==> src/hw/rtl/rgrc_pkg.sv <==
// ----------------------------------------------------------------------------
// rgrc_pkg
// shared constants and types for the rtt gradient rate controller
// ----------------------------------------------------------------------------
`default_nettype none

package rgrc_pkg;

    localparam int unsigned RttW   = 32;
    localparam int unsigned RateW  = 32;
    localparam int unsigned AvgW   = 49;
    localparam int unsigned QW     = 17;
    localparam int unsigned CntW   = 3;
    localparam int unsigned CfgIdxW = 3;

    localparam logic [QW-1:0] QOne = 17'd65536;
    localparam logic [CntW-1:0] HyperCount   = 3'd5;
    localparam logic [CntW-1:0] RestartCount = 3'd1;

    typedef enum logic [2:0] {
        REG_NONE  = 3'd0,
        REG_LOW   = 3'd1,
        REG_HIGH  = 3'd2,
        REG_ADD   = 3'd3,
        REG_HYPER = 3'd4,
        REG_GDEC  = 3'd5
    } t_region;

    typedef enum logic [CfgIdxW-1:0] {
        CFG_INITIAL_RATE = 3'd0,
        CFG_MIN_RTT      = 3'd1,
        CFG_T_LOW        = 3'd2,
        CFG_T_HIGH       = 3'd3,
        CFG_RATE_STEP    = 3'd4,
        CFG_EWMA_WEIGHT  = 3'd5,
        CFG_DECREASE     = 3'd6
    } t_cfg_idx;

    // request to the serial divider
    typedef struct packed {
        logic            start;
        logic [63:0]     dividend;
        logic [31:0]     divisor;
    } t_div_req;

    typedef struct packed {
        logic            done;
        logic [63:0]     quotient;
    } t_div_rsp;

endpackage

`default_nettype wire

==> src/hw/rtl/rgrc_divider.sv <==
// ----------------------------------------------------------------------------
// rgrc_divider
// restoring divider, one quotient bit per cycle, 64 by 32 bits
// ----------------------------------------------------------------------------
`default_nettype none

module rgrc_divider
    import rgrc_pkg::*;
(
    input  wire logic     i_clk,
    input  wire logic     i_rst_n,
    input  wire t_div_req i_req,
    output t_div_rsp      o_rsp
);

    logic        r_busy;
    logic [6:0]  r_cnt;
    logic [63:0] r_quo;
    logic [31:0] r_rem;
    logic [31:0] r_dvs;
    logic        r_done;

    logic [32:0] w_shift;
    logic [33:0] w_sub;

    assign w_shift = {r_rem, r_quo[63]};
    assign w_sub   = {1'b0, w_shift} - {2'b00, r_dvs};

    always_ff @(posedge i_clk) begin
        if (!i_rst_n) begin
            r_busy <= 1'b0;
            r_done <= 1'b0;
            r_cnt  <= '0;
        end else begin
            r_done <= 1'b0;
            if (i_req.start) begin
                r_busy <= 1'b1;
                r_cnt  <= 7'd64;
                r_quo  <= i_req.dividend;
                r_rem  <= '0;
                r_dvs  <= i_req.divisor;
            end else if (r_busy) begin
                // remainder stays below the divisor, so 32 bits hold it
                if (!w_sub[33]) begin
                    r_rem <= w_sub[31:0];
                    r_quo <= {r_quo[62:0], 1'b1};
                end else begin
                    r_rem <= w_shift[31:0];
                    r_quo <= {r_quo[62:0], 1'b0};
                end
                r_cnt <= r_cnt - 7'd1;
                if (r_cnt == 7'd1) begin
                    r_busy <= 1'b0;
                    r_done <= 1'b1;
                end
            end
        end
    end

    assign o_rsp.done     = r_done;
    assign o_rsp.quotient = r_quo;

`ifndef SYNTHESIS
    a_done_after_busy: assert property (@(posedge i_clk) disable iff (!i_rst_n)
        r_done |-> $past(r_busy)) else $error("divider done without work");
    a_cnt_bound: assert property (@(posedge i_clk) disable iff (!i_rst_n)
        r_busy |-> (r_cnt != 7'd0)) else $error("divider count ran out while busy");
    a_no_start_busy: assert property (@(posedge i_clk) disable iff (!i_rst_n)
        r_done |-> !r_busy) else $error("divider busy after done");
`endif

endmodule

`default_nettype wire

==> src/hw/rtl/rgrc_serial_mul.sv <==
// ----------------------------------------------------------------------------
// rgrc_serial_mul
// shift and add multiplier, 4-bit digit of the multiplier per cycle
// ----------------------------------------------------------------------------
`default_nettype none

module rgrc_serial_mul
    import rgrc_pkg::*;
(
    input  wire logic        i_clk,
    input  wire logic        i_rst_n,
    input  wire logic        i_start,
    input  wire logic [63:0] i_a,
    input  wire logic [35:0] i_b,
    output logic             o_done,
    output logic [99:0]      o_p
);

    logic        r_busy;
    logic        r_done;
    logic [3:0]  r_cnt;
    logic [35:0] r_b;
    logic [99:0] r_a;
    logic [99:0] r_p;
    logic [99:0] w_part;

    // one digit as four shifted copies of the multiplicand
    assign w_part = (r_b[0] ? r_a : 100'd0)
                  + (r_b[1] ? {r_a[98:0], 1'b0} : 100'd0)
                  + (r_b[2] ? {r_a[97:0], 2'b00} : 100'd0)
                  + (r_b[3] ? {r_a[96:0], 3'b000} : 100'd0);

    always_ff @(posedge i_clk) begin
        if (!i_rst_n) begin
            r_busy <= 1'b0;
            r_done <= 1'b0;
            r_cnt  <= '0;
        end else begin
            r_done <= 1'b0;
            if (i_start) begin
                r_busy <= 1'b1;
                r_cnt  <= 4'd9;
                r_a    <= {36'd0, i_a};
                r_b    <= i_b;
                r_p    <= '0;
            end else if (r_busy) begin
                r_p   <= r_p + w_part;
                r_a   <= {r_a[95:0], 4'd0};
                r_b   <= {4'd0, r_b[35:4]};
                r_cnt <= r_cnt - 4'd1;
                if (r_cnt == 4'd1) begin
                    r_busy <= 1'b0;
                    r_done <= 1'b1;
                end
            end
        end
    end

    assign o_done = r_done;
    assign o_p    = r_p;

`ifndef SYNTHESIS
    a_done_after_busy: assert property (@(posedge i_clk) disable iff (!i_rst_n)
        r_done |-> $past(r_busy)) else $error("multiplier done without work");
    a_cnt_bound: assert property (@(posedge i_clk) disable iff (!i_rst_n)
        r_busy |-> (r_cnt != 4'd0)) else $error("multiplier count ran out");
    a_excl: assert property (@(posedge i_clk) disable iff (!i_rst_n)
        r_done |-> !r_busy) else $error("multiplier busy after done");
`endif

endmodule

`default_nettype wire

==> src/hw/rtl/rtt_gradient_rate_controller_unit.sv <==
// ----------------------------------------------------------------------------
// rtt_gradient_rate_controller_unit
// rtt gradient rate controller, one rate update per ack
// ----------------------------------------------------------------------------
// Each item on the slave side is one ack rtt in ns; exactly one result item
// (rate, region, clamped) comes out for it. The moving average runs three
// passes through a 4-bit-digit serial multiplier; the gradient and
// high-threshold decrease add a 64-bit restoring divider and one or two more
// multiplier passes. One item is in work at a time; its result moves to the
// output register once that is free, and the next item is taken after that.
`default_nettype none

module rtt_gradient_rate_controller_unit
    import rgrc_pkg::*;
(
    input  wire logic        i_clk,
    input  wire logic        i_rst_n,
    input  wire logic        i_cfg_we,
    input  wire logic [2:0]  i_cfg_index,
    input  wire logic [31:0] i_cfg_data,
    input  wire logic        s_axis_tvalid,
    output logic             s_axis_tready,
    input  wire logic [31:0] s_axis_tdata,  // rtt_ns
    output logic             m_axis_tvalid,
    input  wire logic        m_axis_tready,
    output logic [39:0]      m_axis_tdata   // rate[31:0], region[34:32], clamped[35]
);

    typedef enum logic [3:0] {
        S_IDLE, S_M1, S_M2, S_M3, S_AVG, S_DEC, S_HDIV, S_HMUL,
        S_GDIV, S_GMUL1, S_GMUL2, S_OUT
    } t_state;

    t_state r_state;

    logic [31:0] r_min_rtt, r_t_low, r_t_high, r_rate_step;
    logic [16:0] r_ewma_weight, r_decrease;

    logic [31:0] r_prev_rtt, r_rtt, r_last;
    logic signed [48:0] r_avg;
    logic [31:0] r_rate;
    logic [2:0]  r_cnt;

    logic signed [66:0] r_acc;
    logic [39:0] r_res;
    logic [39:0] r_out;
    logic        r_out_valid;

    logic [16:0] w_a, w_beta, w_w;
    logic [31:0] w_mr;
    logic [33:0] w_diff;  // signed
    logic [33:0] w_diff_abs;

    logic        r_mstart;
    logic [63:0] r_ma;
    logic [35:0] r_mb;
    logic        w_mdone;
    logic [99:0] w_mp;

    t_div_req    r_dreq;
    t_div_rsp    w_drsp;

    assign w_a    = (r_ewma_weight > QOne) ? QOne : r_ewma_weight;
    assign w_beta = (r_decrease > QOne) ? QOne : r_decrease;
    assign w_w    = QOne - w_a;
    assign w_mr   = (r_min_rtt == 32'd0) ? 32'd1 : r_min_rtt;
    assign w_diff = {2'b00, r_rtt} - {2'b00, r_last};
    assign w_diff_abs = w_diff[33] ? (34'd0 - w_diff) : w_diff;

    rgrc_serial_mul u_mul (
        .i_clk   (i_clk),
        .i_rst_n (i_rst_n),
        .i_start (r_mstart),
        .i_a     (r_ma),
        .i_b     (r_mb),
        .o_done  (w_mdone),
        .o_p     (w_mp)
    );

    rgrc_divider u_div (
        .i_clk   (i_clk),
        .i_rst_n (i_rst_n),
        .i_req   (r_dreq),
        .o_rsp   (w_drsp)
    );

    // hi = floor(avg/65536) in sign-magnitude for the multiplier
    logic signed [32:0] w_hi;
    logic [32:0] w_hi_abs;
    logic [15:0] w_lo;
    assign w_hi     = 33'(r_avg >>> 16);
    assign w_lo     = r_avg[15:0];
    assign w_hi_abs = w_hi[32] ? (33'd0 - w_hi) : w_hi;

    logic signed [66:0] w_sat_hi, w_sat_lo;
    assign w_sat_hi = 67'sh0FFFFFFFFFFFF;
    assign w_sat_lo = -67'sh1000000000000;

    logic [32:0] w_add1, w_add5;
    logic [34:0] w_step5;
    logic [35:0] w_sum5;
    assign w_add1  = {1'b0, r_rate} + {1'b0, r_rate_step};
    assign w_step5 = {3'b000, r_rate_step} + {1'b0, r_rate_step, 2'b00};
    assign w_sum5  = {4'd0, r_rate} + {1'b0, w_step5};
    assign w_add5  = w_sum5[35:32] != 4'd0 ? 33'h1_0000_0000 : w_sum5[32:0];

    logic        w_busy;
    assign w_busy = (r_state != S_IDLE);

    always_ff @(posedge i_clk) begin
        if (!i_rst_n) begin
            r_state        <= S_IDLE;
            r_min_rtt      <= 32'd10000;
            r_t_low        <= 32'd50000;
            r_t_high       <= 32'd500000;
            r_rate_step    <= 32'd10000;
            r_ewma_weight  <= 17'd57344;
            r_decrease     <= 17'd52429;
            r_prev_rtt     <= '0;
            r_avg          <= '0;
            r_rate         <= 32'd100000000;
            r_cnt          <= '0;
            r_out_valid    <= 1'b0;
            r_mstart       <= 1'b0;
            r_dreq.start   <= 1'b0;
        end else begin
            r_mstart     <= 1'b0;
            r_dreq.start <= 1'b0;
            if (m_axis_tvalid && m_axis_tready) begin
                r_out_valid <= 1'b0;
            end
            if (i_cfg_we) begin
                case (t_cfg_idx'(i_cfg_index))
                    CFG_INITIAL_RATE: r_rate <= i_cfg_data;
                    CFG_MIN_RTT:     r_min_rtt     <= i_cfg_data;
                    CFG_T_LOW:       r_t_low       <= i_cfg_data;
                    CFG_T_HIGH:      r_t_high      <= i_cfg_data;
                    CFG_RATE_STEP:   r_rate_step   <= i_cfg_data;
                    CFG_EWMA_WEIGHT: r_ewma_weight <= i_cfg_data[16:0];
                    CFG_DECREASE:    r_decrease    <= i_cfg_data[16:0];
                    default: ;
                endcase
            end
            case (r_state)
                S_IDLE: begin
                    if (s_axis_tvalid && s_axis_tready) begin
                        r_rtt      <= s_axis_tdata;
                        r_last     <= r_prev_rtt;
                        r_prev_rtt <= s_axis_tdata;
                        r_state    <= S_M1;
                    end
                end
                S_M1: begin
                    // |hi| * w
                    r_ma     <= {31'd0, w_hi_abs};
                    r_mb     <= {19'd0, w_w};
                    r_mstart <= 1'b1;
                    r_state  <= S_M2;
                end
                S_M2: begin
                    if (w_mdone) begin
                        r_acc <= w_hi[32] ? -$signed({1'b0, w_mp[65:0]})
                                          : $signed({1'b0, w_mp[65:0]});
                        r_ma     <= {48'd0, w_lo};
                        r_mb     <= {19'd0, w_w};
                        r_mstart <= 1'b1;
                        r_state  <= S_M3;
                    end
                end
                S_M3: begin
                    if (w_mdone) begin
                        r_acc    <= r_acc + $signed({35'd0, w_mp[47:16]});
                        r_ma     <= {30'd0, w_diff_abs};
                        r_mb     <= {19'd0, w_a};
                        r_mstart <= 1'b1;
                        r_state  <= S_AVG;
                    end
                end
                S_AVG: begin
                    if (w_mdone) begin
                        logic signed [66:0] v_nv;
                        v_nv = w_diff[33] ? r_acc - $signed({1'b0, w_mp[65:0]})
                                          : r_acc + $signed({1'b0, w_mp[65:0]});
                        if (v_nv > w_sat_hi) v_nv = w_sat_hi;
                        if (v_nv < w_sat_lo) v_nv = w_sat_lo;
                        r_avg   <= v_nv[48:0];
                        r_state <= S_DEC;
                    end
                end
                S_DEC: begin
                    r_state <= S_OUT;
                    if (r_last == 32'd0) begin
                        r_res <= {4'd0, 1'b0, REG_NONE, r_rate};
                    end else if (r_rtt < r_t_low) begin
                        r_rate <= w_add1[32] ? 32'hFFFF_FFFF : w_add1[31:0];
                        r_res  <= {4'd0, w_add1[32], REG_LOW,
                                   w_add1[32] ? 32'hFFFF_FFFF : w_add1[31:0]};
                    end else if (r_rtt > r_t_high) begin
                        r_ma     <= {47'd0, w_beta};
                        r_mb     <= {4'd0, r_rtt - r_t_high};
                        r_mstart <= 1'b1;
                        r_state  <= S_HDIV;
                    end else if (r_avg <= 0) begin
                        if (r_cnt >= HyperCount) begin
                            r_rate <= w_add5[32] ? 32'hFFFF_FFFF : w_add5[31:0];
                            r_res  <= {4'd0, w_add5[32], REG_HYPER,
                                       w_add5[32] ? 32'hFFFF_FFFF : w_add5[31:0]};
                        end else begin
                            r_cnt  <= r_cnt + 3'd1;
                            r_rate <= w_add1[32] ? 32'hFFFF_FFFF : w_add1[31:0];
                            r_res  <= {4'd0, w_add1[32], REG_ADD,
                                       w_add1[32] ? 32'hFFFF_FFFF : w_add1[31:0]};
                        end
                    end else begin
                        r_cnt           <= RestartCount;
                        r_dreq.dividend <= {15'd0, r_avg};
                        r_dreq.divisor  <= w_mr;
                        r_dreq.start    <= 1'b1;
                        r_state         <= S_GDIV;
                    end
                end
                S_HDIV: begin
                    // beta*(rtt-t_high), then divide by rtt
                    if (w_mdone) begin
                        r_dreq.dividend <= w_mp[63:0];
                        r_dreq.divisor  <= r_rtt;
                        r_dreq.start    <= 1'b1;
                        r_state         <= S_HMUL;
                    end
                end
                S_HMUL: begin
                    if (w_drsp.done) begin
                        r_ma     <= {32'd0, r_rate};
                        r_mb     <= w_drsp.quotient[35:0];
                        r_mstart <= 1'b1;
                        r_state  <= S_GMUL2;
                        r_res[34:32] <= REG_HIGH;
                    end
                end
                S_GDIV: begin
                    if (w_drsp.done) begin
                        r_ma     <= (w_drsp.quotient > 64'h1_0000_0000) ?
                                    64'h1_0000_0000 : w_drsp.quotient;
                        r_mb     <= {19'd0, w_beta};
                        r_mstart <= 1'b1;
                        r_state  <= S_GMUL1;
                    end
                end
                S_GMUL1: begin
                    if (w_mdone) begin
                        if (w_mp[65:16] > 50'd65536) begin
                            r_rate  <= '0;
                            r_res   <= {4'd0, 1'b1, REG_GDEC, 32'd0};
                            r_state <= S_OUT;
                        end else begin
                            r_ma     <= {32'd0, r_rate};
                            r_mb     <= {19'd0, w_mp[32:16]};
                            r_mstart <= 1'b1;
                            r_res[34:32] <= REG_GDEC;
                            r_state  <= S_GMUL2;
                        end
                    end
                end
                S_GMUL2: begin
                    if (w_mdone) begin
                        r_rate  <= r_rate - w_mp[47:16];
                        r_res   <= {4'd0, 1'b0, r_res[34:32], r_rate - w_mp[47:16]};
                        r_state <= S_OUT;
                    end
                end
                S_OUT: begin
                    // wait for the output register to drain
                    if (!r_out_valid) begin
                        r_out       <= r_res;
                        r_out_valid <= 1'b1;
                        r_state     <= S_IDLE;
                    end
                end
                default: r_state <= S_IDLE;
            endcase
        end
    end

    assign s_axis_tready = !w_busy;
    assign m_axis_tvalid = r_out_valid;
    assign m_axis_tdata  = r_out;

`ifndef SYNTHESIS
    a_cnt_max: assert property (@(posedge i_clk) disable iff (!i_rst_n)
        r_cnt <= HyperCount) else $error("increase count above limit");
    a_one_result: assert property (@(posedge i_clk) disable iff (!i_rst_n)
        (r_state == S_OUT && !r_out_valid) |=> r_out_valid)
        else $error("result lost");
    a_no_accept_busy: assert property (@(posedge i_clk) disable iff (!i_rst_n)
        (r_state != S_IDLE) |-> !s_axis_tready) else $error("accepted while busy");
`endif

endmodule

`default_nettype wire

==> config.mk <==
export PLATFORM = sky130hd
export DESIGN_NAME = rtt_gradient_rate_controller_unit
export DESIGN_NICKNAME = d
export VERILOG_FILES = /design/src/hw/rtl/rgrc_pkg.sv /design/src/hw/rtl/rgrc_divider.sv /design/src/hw/rtl/rgrc_serial_mul.sv /design/src/hw/rtl/rtt_gradient_rate_controller_unit.sv
export SDC_FILE = /design/constraint.sdc
export NUM_CORES = 2
export LEC_CHECK = 0
export BUFFER_PORTS_ARGS = -buffer_cell sky130_fd_sc_hd__buf_2
export CORE_MARGIN = 2
export CORE_UTILIZATION = 25
export DETAILED_ROUTE_END_ITERATION = 7
export MAX_ROUTING_LAYER = met4
export PLACE_DENSITY = 0.4
export SYNTH_ARGS = -nofsm -noshare
export SYNTH_HDL_FRONTEND = slang
export SYNTH_SLANG_ARGS = --single-unit
==> constraint.sdc <==
create_clock -name i_clk -period 16.48 [get_ports i_clk]
set_clock_uncertainty 0.1 [all_clocks]
set_input_delay 4.944 -clock i_clk [delete_from_list [all_inputs] [get_ports i_clk]]
set_output_delay 4.944 -clock i_clk [all_outputs]
set_load 0.02 [all_outputs]
[Yosys cells after proc, flatten, opt, wreduce, memory -nomap -nowiden]
Cells that the tools add are included.
Storage, ports and cells
  bits in read-only memories: 0
  memories: 0
  output and inout port bits: 42
  bits in latches: 0
  logic and storage cells: 283
  register bits after elaboration: 1071
  bits in writable memories: 0
Operators by class
  equality and inequality tests: 39
  shifts and indexed selects: 0
  order comparisons: 10
  div/mod/pow operators: 0
  mux-type cells: 124
  bitwise gates (word level): 8
  $add $sub $neg: 21
  $mul: 0
  reduce and logical (&&, ||, !) cells: 42
Operator list (number)
  64-bit two-way mux: 13
  100-bit two-way mux: 6
  67-bit two-way mux: 8
  32-bit two-way mux: 16
  97-bit two-way mux: 5
  64-bit one-hot mux with 7 select lines: 1
  36-bit two-way mux: 12
  100-bit adder: 4
  36-bit one-hot mux with 7 select lines: 1
  40-bit two-way mux: 6
  97-bit one-hot mux with 2 select lines: 1
  32-bit one-hot mux with 3 select lines: 2
  67-bit one-hot mux with 2 select lines: 1
  67-bit by 33-bit adder with 67-bit output: 1
  67-bit adder: 1
  67-bit by 49-bit > comparator with 1-bit output (second input constant): 1
  67-bit by 49-bit less-than comparator with 1-bit output (second input constant): 1
  66-bit negation with 67-bit output: 1
  67-bit subtractor: 1
  33-bit two-way mux: 2
  64-bit by 33-bit > comparator with 1-bit output (second input constant): 1
  32-bit logical NOT: 2
  32-bit subtractor: 2
  4-bit two-way mux: 15
  other kinds (58): 140

[Logic depth before layout (Yosys ltp)]
  depth in word-level cells: 11
  mapped depth: 32
  depth with buffers taken out: 27

[Cells and area by module]
From an unflattened synthesis, not the netlist that was laid out.
Unflattened totals
  cell total of the unflattened synthesis: 8803
  area total of the unflattened synthesis: 81446.9 sq um
By module, submodules not included
  rtt_gradient_rate_controller_unit: area each 49074.6 sq um, instances 1, cells each 5627
  rgrc_serial_mul: area each 25052.8 sq um, instances 1, cells each 2560
  rgrc_divider: area each 7319.5 sq um, instances 1, cells each 616

[Worst setup path before layout]
OpenSTA, ideal clock, no wires.
  kind: in2reg
  from: input port i_rst_n
  to: register u_mul.r_busy
  data arrival time: 13.295 ns
  slack: 2.997 ns
  path buffers: 2
  required time: 16.293 ns
  library setup time: 0.087 ns
  cell stages on the path: 5
  cell sequence: clkbuf_1 > inv_1 > clkbuf_1 > nor2_1 > o41a_1
RTL lines
  start: declaration: line rtt_gradient_rate_controller_unit.sv:17  | input wire logic i_rst_n,
  end signal: assignment: line rgrc_serial_mul.sv:35  | r_busy <= 1'b0;
  end signal: assignment: line rgrc_serial_mul.sv:41  | r_busy <= 1'b1;
  end signal: assignment: line rgrc_serial_mul.sv:52  | r_busy <= 1'b0;
  end: declaration: line rgrc_serial_mul.sv:19  | logic r_busy;

[Final worst setup path]
  from: register r_rtt[0]
  to: register r_avg[1]
Between the ends
  cells in the longest elaborated chain, start to end: 9
Ends and longest elaborated chain
  start: declaration: line rtt_gradient_rate_controller_unit.sv:39  | logic [31:0] r_prev_rtt, r_rtt, r_last;
  start signal: assignment: line rtt_gradient_rate_controller_unit.sv:147  | r_rtt <= s_axis_tdata;
  32-bit by 32-bit subtractor with 33-bit output (*): line rtt_gradient_rate_controller_unit.sv:67  | assign w_diff = {2'b00, r_rtt} - {2'b00, r_last};
  67-bit two-way mux (*): line rtt_gradient_rate_controller_unit.sv:182  | v_nv = w_diff[33] ? r_acc - $signed({1'b0, w_mp[65:0]})
  67-bit by 49-bit > comparator with 1-bit output: line rtt_gradient_rate_controller_unit.sv:184  | if (v_nv > w_sat_hi) v_nv = w_sat_hi;
  67-bit two-way mux (*): line rtt_gradient_rate_controller_unit.sv:184
  67-bit two-way mux (*): line rtt_gradient_rate_controller_unit.sv:180  | if (w_mdone) begin
  67-bit two-way mux (*): line rtt_gradient_rate_controller_unit.sv:144  | case (r_state)
  67-bit two-way mux (*): line rtt_gradient_rate_controller_unit.sv:111  | if (!i_rst_n) begin
  67-bit by 49-bit less-than comparator with 1-bit output: line rtt_gradient_rate_controller_unit.sv:185  | if (v_nv < w_sat_lo) v_nv = w_sat_lo;
  49-bit two-way mux (*): line rtt_gradient_rate_controller_unit.sv:185
  end signal: assignment: line rtt_gradient_rate_controller_unit.sv:186  | r_avg <= v_nv[48:0];
  end: declaration: line rtt_gradient_rate_controller_unit.sv:40  | logic signed [48:0] r_avg;
Every way passes the cells marked *; elsewhere a longest branch is shown, timed or not. The select of a mux whose other input is x is not followed.
A chain may end at the register's enable or synchronous reset.

==> flow_summary.toml <==
[worst_setup_path]
slowest_delay_ns = 0.60
crit_required_ns = 16.99
crit_fanout = 57
crit_path_end_kind = "flop"
cpMostUsedCell = "buf_4"
critPathArrivalTime_ns = 9.29
crit_type = "flop to flop"
cp_slowest_cell = "buf_4"
critPathLaunchType = "flop"

[synth]
synthFlopType = "edfxtp_1"
synth_top_family_by_area = "compound AO/OA/AOI/OAI gates"
synthTopCellsByArea = "edfxtp_1 (29%), dfxtp_1 (8.5%), ha_1 (7.0%), fa_1 (6.4%), nand2_1 (5.6%)"
synth_mux_area_share_pct = 3.182
ys_ff_latch = 995
syn_inst = 7593
synth_cell_types = 99
yosysMostFrequentCell = "nand2_1"
synth_xor_area_share_pct = 6.539
yosysTopAreaCell = "edfxtp_1"
yosysWarnings = 0
netlist_area_um2 = 70850
synthTopCellsByCount = "nand2_1 (1048), a21oi_1 (738), edfxtp_1 (695)"
yosysTopAreaCellShare_pct = 29.45
synth_area_per_cell_um2 = 9.332
synth-simple-area-share_pct = 15.84
ys_seq_area_share_pct = 37.93
async_flop_share_pct = 0
synth_fa_ha_area_share_pct = 13.42
synth_compound_area_share_pct = 18.76
synth_edf_count = 695

[sta]
finalHoldViolCount = 0
holdWs_ns = 0.3128
setup_tns_ns = 0
drv_slew = 0
worst_slack_ns = 7.692
min_period_over_period_pct = 53.33
slew_headroom_pct = 6.076
setup_viol = 0
max_freq_mhz = 113.8
rsz0062_at_grt = "no"
period_needed_ns = 8.788
worst_slew_pin_slew_ns = 1.404

[floorplanning]
die_w_um = 536.4
ioPinCount = 114
die_y_um = 536.4
num_rows = 195
start_util_pct = 25.12
core-area_um2 = 282000
fp.dieArea_um2 = 287700

[route]
vias_per_cell = 5.223
drt_wl_total_um = 302600
drc_errors = 8
drt_iter0_markers = 5552
postRouteAntennaNets = 0
vias = 59910
drt-pass1-iter-count = 8
wl_per_cell_um = 26.38

[clock_network]
cts_root_buf = "clkbuf_16"
postCtsSetupBuffers = 0
cts_max_path_buffers = 4
post_cts_resized = 0
cts_sinks = 995
cts-buffers-inserted = 135
cts-htree-levels = 4
cts_tree = "yes"
clock_latency_ns = 0.86
hold_buffers = 0
clk_pin_slew_ns = 0.06

[grt]
grt_max_degree = 138
grt.overflow.total = 0
grt_usage_pct = 21.13
antenna_found_initial = 28
grt_pass1_vias = 58600
grt_pass1_wl_um = 432200

[hold_path]
hold_path_class = "flop to flop"

[layout]
seqCellArea_um2 = 26890
nFillCells = 29930
area_growth_syn_to_layout_pct = 13.55
multi_input_area_um2 = 41240
finish.net_count = 8309
final_cell_area_um2 = 80460
drive_above_1_share_pct = 9.835

[pwr]
p_comb_share_pct = 60.9
switching_power_mw = 8.366
p_leak_nw = 30.20
p_per_area_nw_per_um2 = 218.3
seq_power_share_pct = 21.5
p_clk_share_pct = 17.6
switching_share_pct = 47.64
ir_drop_v = 0.0001431
p_int_mw = 9.195
fin_total_pwr_mw = 17.56

[outcome]
violations = "DRC"
status = "complete, but fails checks"

[placement]
hpwl_um = 231100
place_congestion = 0.9504
port_buffers = 109
place_ws_ns = 7.936
post_dp_cell_area_um2 = 75910

[job]
maxCapViolCount = 0
-- metal layers --
metal / up-vias / GRT usage (%) / wire length (um)
li1: 27470 / - / -
met5: - / - / 0
met3: 394 / 3.391 / 18810
met1: 30070 / 28.52 / 138600
met4: 0 / 5.577 / 8907
met2: 1976 / 32.71 / 136300
-- worst max-delay path: cells and delay by family (launching register included) --
| kind | cells | cell delay [ns] |
|---|---|---|
| xor+xnor | 2 | 0.42 |
| flops | 1 | 0.37 |
| buf+inv | 5 | 1.51 |
| simple gates | 7 | 1.84 |
| compound gates | 12 | 3.31 |
| fa+ha+maj | 3 | 0.80 |
-- metrics by stage --
stage,instances,utilization [%]
5_1_grt,11470,28.52
2_1_floorplan,7627,-
6_report,11470,28.53
3_5_place_dp,11220,26.91
4_1_cts,11460,28.52
3_3_place_gp,11220,26.91
-- kinds of logic (layout without fill, tap and decap cells) --
logic type / Yosys count / after routing
muxes: 205 / 205
AOI/OAI and AO/OA: 2047 / 2047
buffers and inverters: 795 / 885
adders and majority gates: 623 / 623
and+or+nand+nor: 2398 / 2398
other: 1 / 46
xor gates and xnor gates: 529 / 529
DFF: 995 / 995
-- worst paths after layout --
path	to	slack (ns)	depth (start not counted)	from
min reg2reg	u_div.r_dvs[15]	0.31	0	r_dreq[15]
max reg2reg	r_avg[1]	7.69	29	r_rtt[0]
max	r_avg[1]	7.69	29	r_rtt[0]
min	u_div.r_dvs[15]	0.31	0	r_dreq[15]
-- cells in the final DEF, fill, tap and decap left out, drive strengths merged, types with 33 or more instances in the layout --
master / instances
mux2: 162
nand3: 122
buf: 240
o211ai: 50
nand2b: 84
nor4: 84
mux2i: 43
and2: 139
conb: 35
edfxtp: 695
a22o: 83
o21ai: 383
a31oi: 40
xor2: 208
o21bai: 41
o22ai: 55
xnor2: 321
a221o: 40
and3: 35
fa: 228
nand2: 1049
or3: 61
o31ai: 57
a21oi: 760
nor3: 126
a221oi: 84
or2: 35
nor2b: 67
inv: 411
ha: 395
clkinv: 33
clkbuf: 177
a21o: 134
dfxtp: 300
a211oi: 45
nor2: 429
o21a: 56
nand4: 90
-- area by class of cell --
| class | count | share of cell area, % |
|---|---|---|
| Antenna cell | 11 | 0.03421 |
| Inverter | 405 | 1.899 |
| Tap cell | 3743 | 5.821 |
| Sequential cell | 995 | 33.42 |
| Timing Repair Buffer | 240 | 1.950 |
| Multi-Input combinational cell | 5837 | 51.26 |
| Clock inverter | 63 | 1.020 |
| Clock buffer | 177 | 4.597 |
-- state kept, by name, indices dropped and copies added (netlist names), 7 cells and up --
register / cells
r_last: 32
r_avg: 49
u_mul.r_b: 36
r_rate: 32
u_div.r_rem: 32
u_div.r_cnt: 7
r_rtt: 32
r_ma: 64
r_t_high: 32
r_mb: 36
r_t_low: 32
u_mul.r_a: 66
r_res: 36
r_rate_step: 32
r_decrease: 17
u_mul.o_p: 66
u_div.r_dvs: 32
r_dreq: 97
u_div.r_quo: 64
r_min_rtt: 32
m_axis_tdata: 36
r_ewma_weight: 17
r_prev_rtt: 32
r_acc: 67
-- power groups by stage --
stage	Sequential (mW)	Clock, mW	Combinational (mW)
detailed placement	3.83	0	10.6
global route	3.82	3.26	11.9
CTS	3.78	3.17	10.7
finish	3.78	3.09	10.7
floorplan	3.70	0	7.55
global placement	3.83	0	10.7
No activity file was read; power rests on OpenSTA's default activity.
